==> config.mk <==
export PLATFORM = sky130hd
export DESIGN_NAME = tacc_ctrl
export DESIGN_NICKNAME = d
export VERILOG_FILES = /design/src/design/tacc_pkg.sv /design/src/design/tacc_ctrl.sv
export SDC_FILE = /design/constraint.sdc
export NUM_CORES = 1
export LEC_CHECK = 0
export ABC_AREA = 0
export BUFFER_PORTS_ARGS = -buffer_cell sky130_fd_sc_hd__buf_4
export CAP_MARGIN = 0
export CORE_MARGIN = 8
export CORE_UTILIZATION = 35
export CTS_CLUSTER_SIZE = 28
export DETAILED_ROUTE_END_ITERATION = 8
export GPL_ROUTABILITY_DRIVEN = 0
export PLACE_DENSITY = 0.71
export SLEW_MARGIN = 30
export SYNTH_ARGS = -nofsm -noshare
export SYNTH_HDL_FRONTEND = slang
export SYNTH_SLANG_ARGS = --single-unit
==> constraint.sdc <==
create_clock -name i_clk -period 3.56 [get_ports i_clk]
set_input_delay 0.356 -clock i_clk [delete_from_list [all_inputs] [get_ports i_clk]]
set_output_delay 0.356 -clock i_clk [all_outputs]
set_load 0.1 [all_outputs]
==> src/design/tacc_pkg.sv <==
// tacc_pkg: shared types and constants of the tiny accumulator core
// transaction payload structs, datapath command/status structs, opcodes, status codes
// no dependencies
package tacc_pkg;

    // item operation codes
    localparam logic [1:0] OP_LOAD    = 2'd0;
    localparam logic [1:0] OP_EXEC    = 2'd1;
    localparam logic [1:0] OP_RESTART = 2'd2;

    // configuration register indexes
    localparam logic CFG_PROG_LEN   = 1'b0;
    localparam logic CFG_STEP_LIMIT = 1'b1;

    // configuration reset values
    localparam logic [8:0]  PROG_LEN_RST   = 9'd256;
    localparam logic [15:0] STEP_LIMIT_RST = 16'd200;

    // status codes
    typedef logic [2:0] t_status;
    localparam t_status ST_RUN     = 3'd0;
    localparam t_status ST_HLT     = 3'd1;
    localparam t_status ST_BADOP   = 3'd2;
    localparam t_status ST_PASTEND = 3'd3;
    localparam t_status ST_ATEND   = 3'd4;
    localparam t_status ST_LIMIT   = 3'd5;

    // instruction opcodes
    localparam logic [7:0] OPC_LDA = 8'h01;
    localparam logic [7:0] OPC_LDX = 8'h02;
    localparam logic [7:0] OPC_ADC = 8'h03;
    localparam logic [7:0] OPC_INX = 8'h04;
    localparam logic [7:0] OPC_DEX = 8'h05;
    localparam logic [7:0] OPC_JMP = 8'h06;
    localparam logic [7:0] OPC_JSR = 8'h07;
    localparam logic [7:0] OPC_RTS = 8'h08;
    localparam logic [7:0] OPC_BEQ = 8'h09;
    localparam logic [7:0] OPC_BNE = 8'h0A;
    localparam logic [7:0] OPC_NOP = 8'h0B;
    localparam logic [7:0] OPC_HLT = 8'h0C;

    localparam logic [7:0] SP_RST = 8'hFF;

    // input transaction
    typedef struct packed {
        logic [1:0] op;
        logic [7:0] addr;
        logic [7:0] data;
    } t_in;

    // result transaction
    typedef struct packed {
        t_status     status;
        logic [15:0] prog_counter;
        logic [7:0]  opcode;
        logic [7:0]  acc;
        logic [7:0]  index_reg;
        logic        zero_flag;
        logic        carry_flag;
        logic [7:0]  stack_ptr;
        logic [15:0] step_count;
    } t_res;

    // controller to datapath commands
    typedef struct packed {
        logic clr_opc;
        logic prog_write;
        logic restart;
        logic fetch;
        logic take_opc;
        logic step_inc;
        logic imm_exec;
        logic inc_x;
        logic dec_x;
        logic set_hlt;
        logic set_badop;
        logic take_lo;
        logic load_tgt;
        logic push_hi;
        logic push_lo_jump;
        logic pop_start;
        logic pop_lo;
        logic pop_done;
        logic report;
    } t_cmd;

    // datapath to controller status
    typedef struct packed {
        logic [7:0] fetch_byte;
        logic [7:0] opc;
        logic       zf;
        logic       run;
    } t_stat;

endpackage

==> src/design/tacc_ctrl.sv <==
// tacc_ctrl: instruction sequencer of the tiny accumulator core
// one-hot state machine issuing t_cmd to the datapath; uses tacc_pkg
module tacc_ctrl
    import tacc_pkg::*;
(
    input  logic       i_clk,
    input  logic       i_rst_n,
    input  logic       i_start,
    input  logic [1:0] i_op,
    input  t_stat      i_stat,
    output t_cmd       o_cmd,
    output logic       o_busy
);

    typedef enum logic [8:0] {
        S_IDLE   = 9'b000000001,
        S_OPC    = 9'b000000010,
        S_IMM    = 9'b000000100,
        S_ALO    = 9'b000001000,
        S_AHI    = 9'b000010000,
        S_PUSH   = 9'b000100000,
        S_RLO    = 9'b001000000,
        S_RHI    = 9'b010000000,
        S_REPORT = 9'b100000000
    } t_state;

    t_state r_state, n_state;
    logic   w_take_branch;

    assign o_busy = (r_state != S_IDLE);

    // jump, or conditional branch taken on the zero flag
    assign w_take_branch = (i_stat.opc == OPC_JMP)
                        || ((i_stat.opc == OPC_BEQ) && i_stat.zf)
                        || ((i_stat.opc == OPC_BNE) && !i_stat.zf);

    // state register
    always_ff @(posedge i_clk) begin
        if (!i_rst_n) begin
            r_state <= S_IDLE;
        end else begin
            r_state <= n_state;
        end
    end

    // next state and commands
    always_comb begin
        n_state = r_state;
        o_cmd   = '0;
        unique case (r_state)
            S_IDLE: begin
                if (i_start) begin
                    o_cmd.clr_opc = 1'b1;
                    n_state       = S_REPORT;
                    if (i_op == OP_LOAD) begin
                        o_cmd.prog_write = 1'b1;
                    end else if (i_op == OP_RESTART) begin
                        o_cmd.restart = 1'b1;
                    end else if ((i_op == OP_EXEC) && i_stat.run) begin
                        o_cmd.fetch = 1'b1;
                        n_state     = S_OPC;
                    end
                end
            end
            S_OPC: begin
                o_cmd.take_opc = 1'b1;
                o_cmd.step_inc = 1'b1;
                n_state        = S_REPORT;
                unique case (i_stat.fetch_byte)
                    OPC_LDA, OPC_LDX, OPC_ADC: begin
                        o_cmd.fetch = 1'b1;
                        n_state     = S_IMM;
                    end
                    OPC_INX: o_cmd.inc_x = 1'b1;
                    OPC_DEX: o_cmd.dec_x = 1'b1;
                    OPC_JMP, OPC_JSR, OPC_BEQ, OPC_BNE: begin
                        o_cmd.fetch = 1'b1;
                        n_state     = S_ALO;
                    end
                    OPC_RTS: begin
                        o_cmd.pop_start = 1'b1;
                        n_state         = S_RLO;
                    end
                    OPC_NOP: ;
                    OPC_HLT: o_cmd.set_hlt = 1'b1;
                    default: o_cmd.set_badop = 1'b1;
                endcase
            end
            S_IMM: begin
                o_cmd.imm_exec = 1'b1;
                n_state        = S_REPORT;
            end
            S_ALO: begin
                o_cmd.take_lo = 1'b1;
                o_cmd.fetch   = 1'b1;
                n_state       = S_AHI;
            end
            S_AHI: begin
                if (i_stat.opc == OPC_JSR) begin
                    o_cmd.push_hi = 1'b1;
                    n_state       = S_PUSH;
                end else begin
                    o_cmd.load_tgt = w_take_branch;
                    n_state        = S_REPORT;
                end
            end
            S_PUSH: begin
                o_cmd.push_lo_jump = 1'b1;
                n_state            = S_REPORT;
            end
            S_RLO: begin
                o_cmd.pop_lo = 1'b1;
                n_state      = S_RHI;
            end
            S_RHI: begin
                o_cmd.pop_done = 1'b1;
                n_state        = S_REPORT;
            end
            S_REPORT: begin
                o_cmd.report = 1'b1;
                n_state      = S_IDLE;
            end
            default: n_state = S_IDLE;
        endcase
    end

endmodule

==> impl.org, run 1 <==
** Detailed routing
- DRC violations left :: 0
- Number of nets still failing antenna checks after routing :: 0
- Summed over all layers, the routed wires come to 2420 um.
- In this run, the number of DRC markers left after iteration 0 of detailed routing was 41.
- The first detailed-routing pass took 4 iterations.
- Vias per inst :: roughly 5.4
- In the final routed layout, each cell accounts on average for roughly 14 um.
- For this block, the via count after detailed routing is 959.

** Cells and area
- Registers with the highest flip-flop counts :: r_state x9
- Summing all multi-input logic gate instances after layout gives 602 sq um.
- The number of antenna diodes in the final layout is 0.
- Number of nets in the final layout :: 175
- Layout cells sized above 1 :: 0.384
- Counting the fill cells in the layout gives 228.
- Area added between synthesis and finish :: 45.5%
- The register with the most flip-flops in the layout has 9 of them.
- Register containing the most flip-flops in the final layout :: r_state
- In the final layout, flip-flops and latches occupy 180 sq um.

** Setup path
- Worst-path fanout max :: 9
- CP Cell Sequence :: nor3_4, nand4_2, nand2b_1, nor2_1, buf_4
- CP max stage delay :: approximately 0.40 ns
- Setup slack on the worst reg-to-reg path comes out at 1.81 ns.
- The critical path is of the flip-flop to output port type.
- Buffering stage count on the worst path with inverters included :: 1
- Terminus of the critical flop-to-flop path :: r_state[2]$_SDFFE_PN0P_
- Type of element launching the critical path :: flip-flop
- For the worst flop-to-flop path, the logic depth is 4.
- Worst-path cell with the longest stage delay :: nor3_4
- Arrival time of the worst setup path :: ~2.0 ns
- Worst EP required :: 3.20 ns
- Launch point of the worst reg-to-reg path :: r_state[7]$_SDFFE_PN0P_
- Cell type group with the largest total delay on the critical path :: simple AND/OR/NAND/NOR gates
- CP Capture Type :: output port

** Global routing
- The number of global-route vias before repair is 956.
- For this run the aggregate overflow at the end of global routing stands at 0.
- Pin count of the biggest net entering global routing :: 10
- Initial antenna violation count :: 0
- The first global-routing pass estimated a little over 4000 um of wire.
- Global Route Usage Sum :: 0.123

** Yosys
- For this run, asynchronously set or reset flops after synthesis account for 0.
- Netlist area before placement :: between 800 and 900 sq um
- Among all cell types in the netlist, the one instantiated most often is nor2_1.
- Total of flip-flops plus latches after synthesis :: 9
- Cell taking the most area after synthesis :: dfxtp_1
- Top flip-flop cell by instance count after synthesis :: dfxtp_1
- In this run, synthesis inferred 0 flip-flops with an integrated enable.
- For this run, the register share of the synthesized area comes to 0.221.
- Fraction of synthesized cell area taken by the top area cell type :: 0.221
- After technology mapping, the gate count stands at 109.
- In the post-synthesis netlist, the biggest area contributors are dfxtp_1 22%, nor2_1 5.5%, nor4_1 5.4%, nor3_1 4.9%, nor3b_1 4.6%.
- Count of distinct cell types in the synthesized netlist :: 41
- Synthesized netlist net count :: 132
- Most frequent cells after synthesis :: 12 x nor2_1, 9 x dfxtp_1, 8 x inv_1, 8 x nor3_1, 7 x nor4_1
- After synthesis, the mean cell area works out to 7.50 sq um.
- Yosys Warn Count :: 0

** STA
- Headroom to the max-slew limit came out at 0.702.
- On the final layout, the worst clock skew is roughly 0.0012 ns.
- For this run, the top clock speed supported by timing is 0.427 GHz.
- Dividing the final minimum period by the clock period gives 0.657.
- Worst hold slack across all endpoints :: 0.310 ns
- Final number of setup-violating endpoints :: 0
- Transition time of the tightest slew-check pin :: 0.443 ns
- TNS Setup :: 0 ns
- Count of pins over their slew limit :: 0
- Setup repair after global routing left no endpoint under its margin.
- Final number of hold-violating endpoints :: 0
- The clock period could shrink to 2.34 ns.

** Clock tree
- TritonCTS built the clock tree.
- Number of clock sinks :: 9
- Post-CTS resize count :: 0
- # H-tree levels :: 1
- CTS Hold Buffers Added :: 0
- After clock tree synthesis, the clock-pin slew on the worst setup and hold paths is 0.06 ns.
- Clock buffer depth :: 2
- Setup fix buffers added after clock tree synthesis :: 0
- Clock root cell :: clkbuf_4
- Inserted Clock Buffers :: 3
- Insertion delay of the later-clocked pin in the worst-skew pair :: 0.26 ns

** Floorplanning
- For this configuration, the core starts out at a cell density of 0.369.
- Pin placement for this block handled 43 I/O pins.
- DIE AREA :: 0.00414 sq mm
- Row generation in the floorplan step produced 17 rows.
- Placeable core region :: 0.00221 sq mm
- The die is ~64 um wide.
- DIE HEIGHT :: 64.3 um

** Power and ir drop
- The analysis attributes to cell leakage a power of 0.538 nW.
- In this run the power density over the cells is 302 mW/mm^2.
- Worst vdd ir :: 0.000326 V

** Place
- The wire-length estimate of the detail-placed layout is between 2000 and 2500 um.
- During placement, the flow inserted port buffers numbering 42.

** Hold path
- The path with the worst hold slack has its endpoint at r_state[1]$_SDFFE_PN0P_.
- The worst hold path begins at i_rst_n.
- Worst min path class :: input pin to flip-flop
- Cell count of the worst hold path :: 2

** Outcome
- Status :: finished clean

** Flow run
- Across the run, the number of max-cap violations was 0.
==> cells in the final DEF (no fill, tap or decap), drive strengths merged <==
master | Yosys | routed
a211oi | 3 | 3
a21oi | 4 | 4
nor4b | 3 | 3
dfxtp | 9 | 9
a31oi | 1 | 1
nand3 | 3 | 3
o21bai | 1 | 1
nor4 | 8 | 8
nor2 | 13 | 13
clkbuf | 0 | 4
inv | 8 | 8
nand4 | 5 | 5
nand3b | 1 | 1
and2b | 1 | 1
o21ai | 4 | 4
buf | 4 | 42
nand2b | 4 | 4
and4 | 2 | 2
o22a | 1 | 1
o31ai | 1 | 1
xor2 | 2 | 2
or3 | 1 | 1
or2 | 1 | 1
o211a | 1 | 1
nor3b | 5 | 5
nand2 | 6 | 6
o211ai | 1 | 1
or4 | 1 | 1
and2 | 2 | 2
nor2b | 2 | 2
nor3 | 10 | 10
o2111ai | 1 | 1
==> kinds of logic (layout without fill, tap and decap cells) <==
| group | count (synthesis) | in the layout | synth area share |
|---|---|---|---|
| compound gates | 18 | 18 | 0.150 |
| xor+xnor | 2 | 2 | 0.0214 |
| buf+inv | 12 | 54 | 0.0720 |
| flops | 9 | 9 | 0.221 |
| simple gates | 68 | 68 | 0.536 |
==> cell type report <==
class	instances	area share
Sequential cell	9	0.152
Multi-Input combinational cell	88	0.506
Timing Repair Buffer	42	0.265
Clock buffer	4	0.0221
Tap cell	28	0.0295
Inverter	8	0.0253
==> layer usage <==
layer	track usage	up-vias	part of all wire
met5	0	-	0
met4	0.0954	0	0.028
met3	0.0453	6	0.067
met2	0.186	32	0.46
met1	0.136	429	0.44
li1	-	492	-
==> worst max-delay path by stage <==
stage                     slack, ns                    start  cells after the start       end
final                          1.22  r_state[7]$_SDFFE_PN0P_                      5  o_cmd[3]
after global routing           1.04  r_state[3]$_SDFFE_PN0P_                      5  o_cmd[3]
after CTS                      1.24  r_state[3]$_SDFFE_PN0P_                      5  o_cmd[3]
after detailed placement       1.45               i_stat[15]                      6  o_cmd[3]
after global placement         1.52               i_stat[15]                      6  o_cmd[9]
after floorplan                0.04  r_state[2]$_SDFFE_PN0P_                      4  o_cmd[6]
==> per-stage QoR <==
stage / power (W) / setup slack (ns) / instance area (sq um) / std cells / util
finish: 0.000359 / 1.22 / 1190 / 179 / 0.537
global route: 0.000384 / 1.04 / 1190 / 179 / 0.537
CTS: 0.000365 / 1.24 / 1190 / 179 / 0.537
detailed placement: 0.000285 / 1.45 / 1160 / 175 / 0.525
global placement: 0.000283 / 1.52 / 1160 / 175 / 0.525
floorplan: 0.000234 / 0.0366 / 841 / 109 / -
==> power by group <==
part	leakage [nW]	switching (W)	internal, W	total (W)
logic	0.450	0.000117	0.0000536	0.000170
clock network	0.0150	0.0000343	0.0000431	0.0000774
registers	0.0729	0.00000634	0.000105	0.000111
(Power assumes the default switching activity.)
==> run 2: changes to the inputs <==
--- a/config.mk
+++ b/config.mk
@@ -13,7 +13,7 @@
 export CTS_CLUSTER_SIZE = 28
 export DETAILED_ROUTE_END_ITERATION = 8
 export GPL_ROUTABILITY_DRIVEN = 0
-export PLACE_DENSITY = 0.71
+export PLACE_DENSITY = 0.73
 export SLEW_MARGIN = 30
 export SYNTH_ARGS = -nofsm -noshare
 export SYNTH_HDL_FRONTEND = slang
==> constraint.sdc (replaced) <==
create_clock -name i_clk -period 1.9 [get_ports i_clk]
set_input_delay 0.19 -clock i_clk [delete_from_list [all_inputs] [get_ports i_clk]]
set_output_delay 0.19 -clock i_clk [all_outputs]
set_load 0.1 [all_outputs]
==> impl.org, run 2 (synthesis gave the netlist of run 1 again) <==
** Outcome
- Status :: finished, violations left
- The final reports fail on setup timing.

** Cells and area
- Of the cells placed in the final design, the portion with a size suffix greater than 1 is 0.612.
- Leaving out fill and tap cells, the most frequent cell in the layout is buf_4.
- In the layout the commonest cells are 39 x buf_4, 8 x nor2_1, 8 x buf_6, 8 x buf_12, 6 x inv_1.
- In the final layout, the registers with the most flip-flops are r_state x9.
- Max reg flops :: 9
- Area added between synthesis and finish :: 99.8%
- Measured on the finished design, the core utilization comes to 0.738.
- 0 antenna diodes ended up in the layout.
- Register containing the most flip-flops in the final layout :: r_state
- Layout filler cell count :: ~170
- For this run, the post-layout net count is 189.

** Detailed routing
- First-pass iteration count of the detailed router :: 4
- The detail route stage leaves a number of antenna-violating nets equal to 0.
- The routed layout has 1045 vias.
- Summed over all layers, the routed wires come to 3010 um.
- For this run, design rule violations remaining after detail routing come to 0.
- First DRT Iteration DRCs :: 40
- Average detailed-routed wire length per instance :: 15.6 um
- Dividing the detail-routed via count by the number of cells gives 5.41.

** Setup path
- In this run the register-to-register setup slack is ~0.24 ns.
- The largest individual stage delay along the critical path comes from the cell dfxtp_4.
- Buffering stage count on the worst path with inverters included :: 1
- CP Cell Sequence :: nor4b_4, nand4_4, nand2b_4, nor2_4, buf_12
- At the worst endpoint, the required time is 1.71 ns.
- Terminus of the critical flop-to-flop path :: r_state[2]$_SDFFE_PN0P_
- Measured in cells, the most critical reg-to-reg path has a length of 4.
- The critical path is of the flip-flop to output port type.
- The worst setup path is launched from a flip-flop.
- The startpoint identified for the worst register-to-register timing path is r_state[3]$_SDFFE_PN0P_.
- Data arrives at the worst endpoint at 1.72 ns.
- CP max stage delay :: 0.39 ns
- The kind of cell with the highest combined delay along the critical path is simple AND/OR/NAND/NOR gates.
- Along the worst path, the maximum fanout reaches 7.
- STA classifies the critical path endpoint as an output port.

** STA
- Transition time of the tightest slew-check pin :: 0.415 ns
- Worst hold slack across all endpoints :: about 0.15 ns
- The count of final hold-check violations is 0.
- In the finished design, the share of the clock period the worst path needs comes to 1.01.
- Count of pins over their slew limit :: 0
- Highest clock rate :: 0.523 GHz
- Worst slew slack as a fraction of its limit :: 0.721
- The smallest clock period supported by the final layout is computed as 1.91 ns.
- On the final layout, the worst clock skew is between 0.01 and 0.015 ns.
- Setup violations remaining at the end of the flow were counted as 2.
- Setup slack after layout :: -0.0129 ns
- Setup repair after global routing could not meet its margin everywhere.

** Global routing
- The number of global-route vias before repair came to 1044.
- For this run, global-route usage on met2 was measured as 0.235.
- Met1 track demand over resource in global routing :: 0.136
- Initial antenna violation count :: 0
- Met3 usage :: 0.0331
- Layer carrying the most global-route usage :: met2
- Global Route Usage Sum :: 0.129
- Wire length of the first global-routing pass :: around 4400 um
- Entering global routing, the biggest net connects 9 pins.
- Total global routing overflow :: 0

** Clock tree
- Insertion delay of the later-clocked pin in the worst-skew pair :: roughly 0.27 ns
- Clock root cell :: clkbuf_4
- # H-tree levels :: 1
- TritonCTS built the clock tree.
- Clock-pin slew was measured on the worst setup and hold paths at around 0.080 ns.
- Number of clock sinks :: 9
- The clock passes through at most 2 buffers.
- Inserted Clock Buffers :: 3

** Hold path
- Capture endpoint of the worst hold path :: r_state[1]$_SDFFE_PN0P_
- The startpoint identified for the worst hold timing path is i_rst_n.
- The worst hold path passes through 2 cells.
- The worst hold path belongs to the class input pin to flip-flop.

** Floorplanning
- Width of the die :: 64.3 um
- For this configuration, the core starts out at a cell density of 0.369.
- Std cell rows :: 17
- Placeable core region :: 0.00221 sq mm
- DIE HEIGHT :: ~64 um
- The die covers 0.00414 sq mm.
- In this run the count of I/O pins placed on the die edge is 43.

** Place
- HPWL reported at the end of detailed placement :: about 2300 um
- Placement Setup Slack :: roughly 0.14 ns
- I/O Buffers :: 42

** Flow run
- Across the run, the number of max-cap violations was 0.

** Power and ir drop
- Across the VDD grid, the largest voltage drop is roughly 0.00029 V.
- Power density relative to cell area :: around 470 mW/mm^2
- Static leakage :: around 0.66 nW
[run 2: layout make-up]
cell class | instances | area (sq um) | share of cell area
multi-input combinational | 88 | 774 | 0.474
timing repair buffer | 56 | 558 | 0.342
tap | 28 | 35.0 | 0.0215
sequential | 9 | 200 | 0.123
clock inverter | 1 | 5.00 | 0.00307
inverter | 8 | 37.5 | 0.0230
clock buffer | 3 | 22.5 | 0.0138
[run 2: report_power, final]
part           total, W  switching, W  internal [W]
Combinational  0.000395      0.000252      0.000143
Sequential     0.000210     0.0000173      0.000193
Clock          0.000160     0.0000823     0.0000777
[run 2: worst max path at each step]
stage                            start         to  slack, ns  cells past startpoint
6_report       r_state[3]$_SDFFE_PN0P_   o_cmd[9]      -0.01                      5
2_1_floorplan  r_state[3]$_SDFFE_PN0P_   o_cmd[0]      -0.38                      4
4_1_cts        r_state[2]$_SDFFE_PN0P_  o_cmd[10]      -0.08                      4
3_3_place_gp   r_state[8]$_SDFFE_PN0P_  o_cmd[10]       0.15                      4
5_1_grt        r_state[3]$_SDFFE_PN0P_  o_cmd[16]      -0.11                      5
3_5_place_dp   r_state[8]$_SDFFE_PN0P_  o_cmd[15]       0.14                      6
[run 2: routing by layer]
metal  routed length (um)  up-vias
met5                    0        -
met4                   29        0
met3                  142        2
met2                 1670       27
met1                 1170      497
li1                     -      519
[run 2: per-stage QoR]
step / power (W) / instances / TNS, ns / cell area (sq um)
finish: 0.000765 / 193 / -0.0221 / 1630
floorplan: 0.000460 / 109 / -3.32 / 995
global route: 0.000796 / 193 / -0.636 / 1630
global placement: 0.000569 / 184 / 0 / 1370
CTS: 0.000735 / 188 / -0.305 / 1470
detailed placement: 0.000574 / 184 / 0 / 1370
[run 2: timing repair]
item | CTS | global route
setup endpoints to repair | 14 | 18
pin swaps | 2 | 8
buffers inserted | 0 | 5
hold buffers | 0 | 0
endpoints found under the hold margin | 0 | 0
resized for setup | 22 | 31
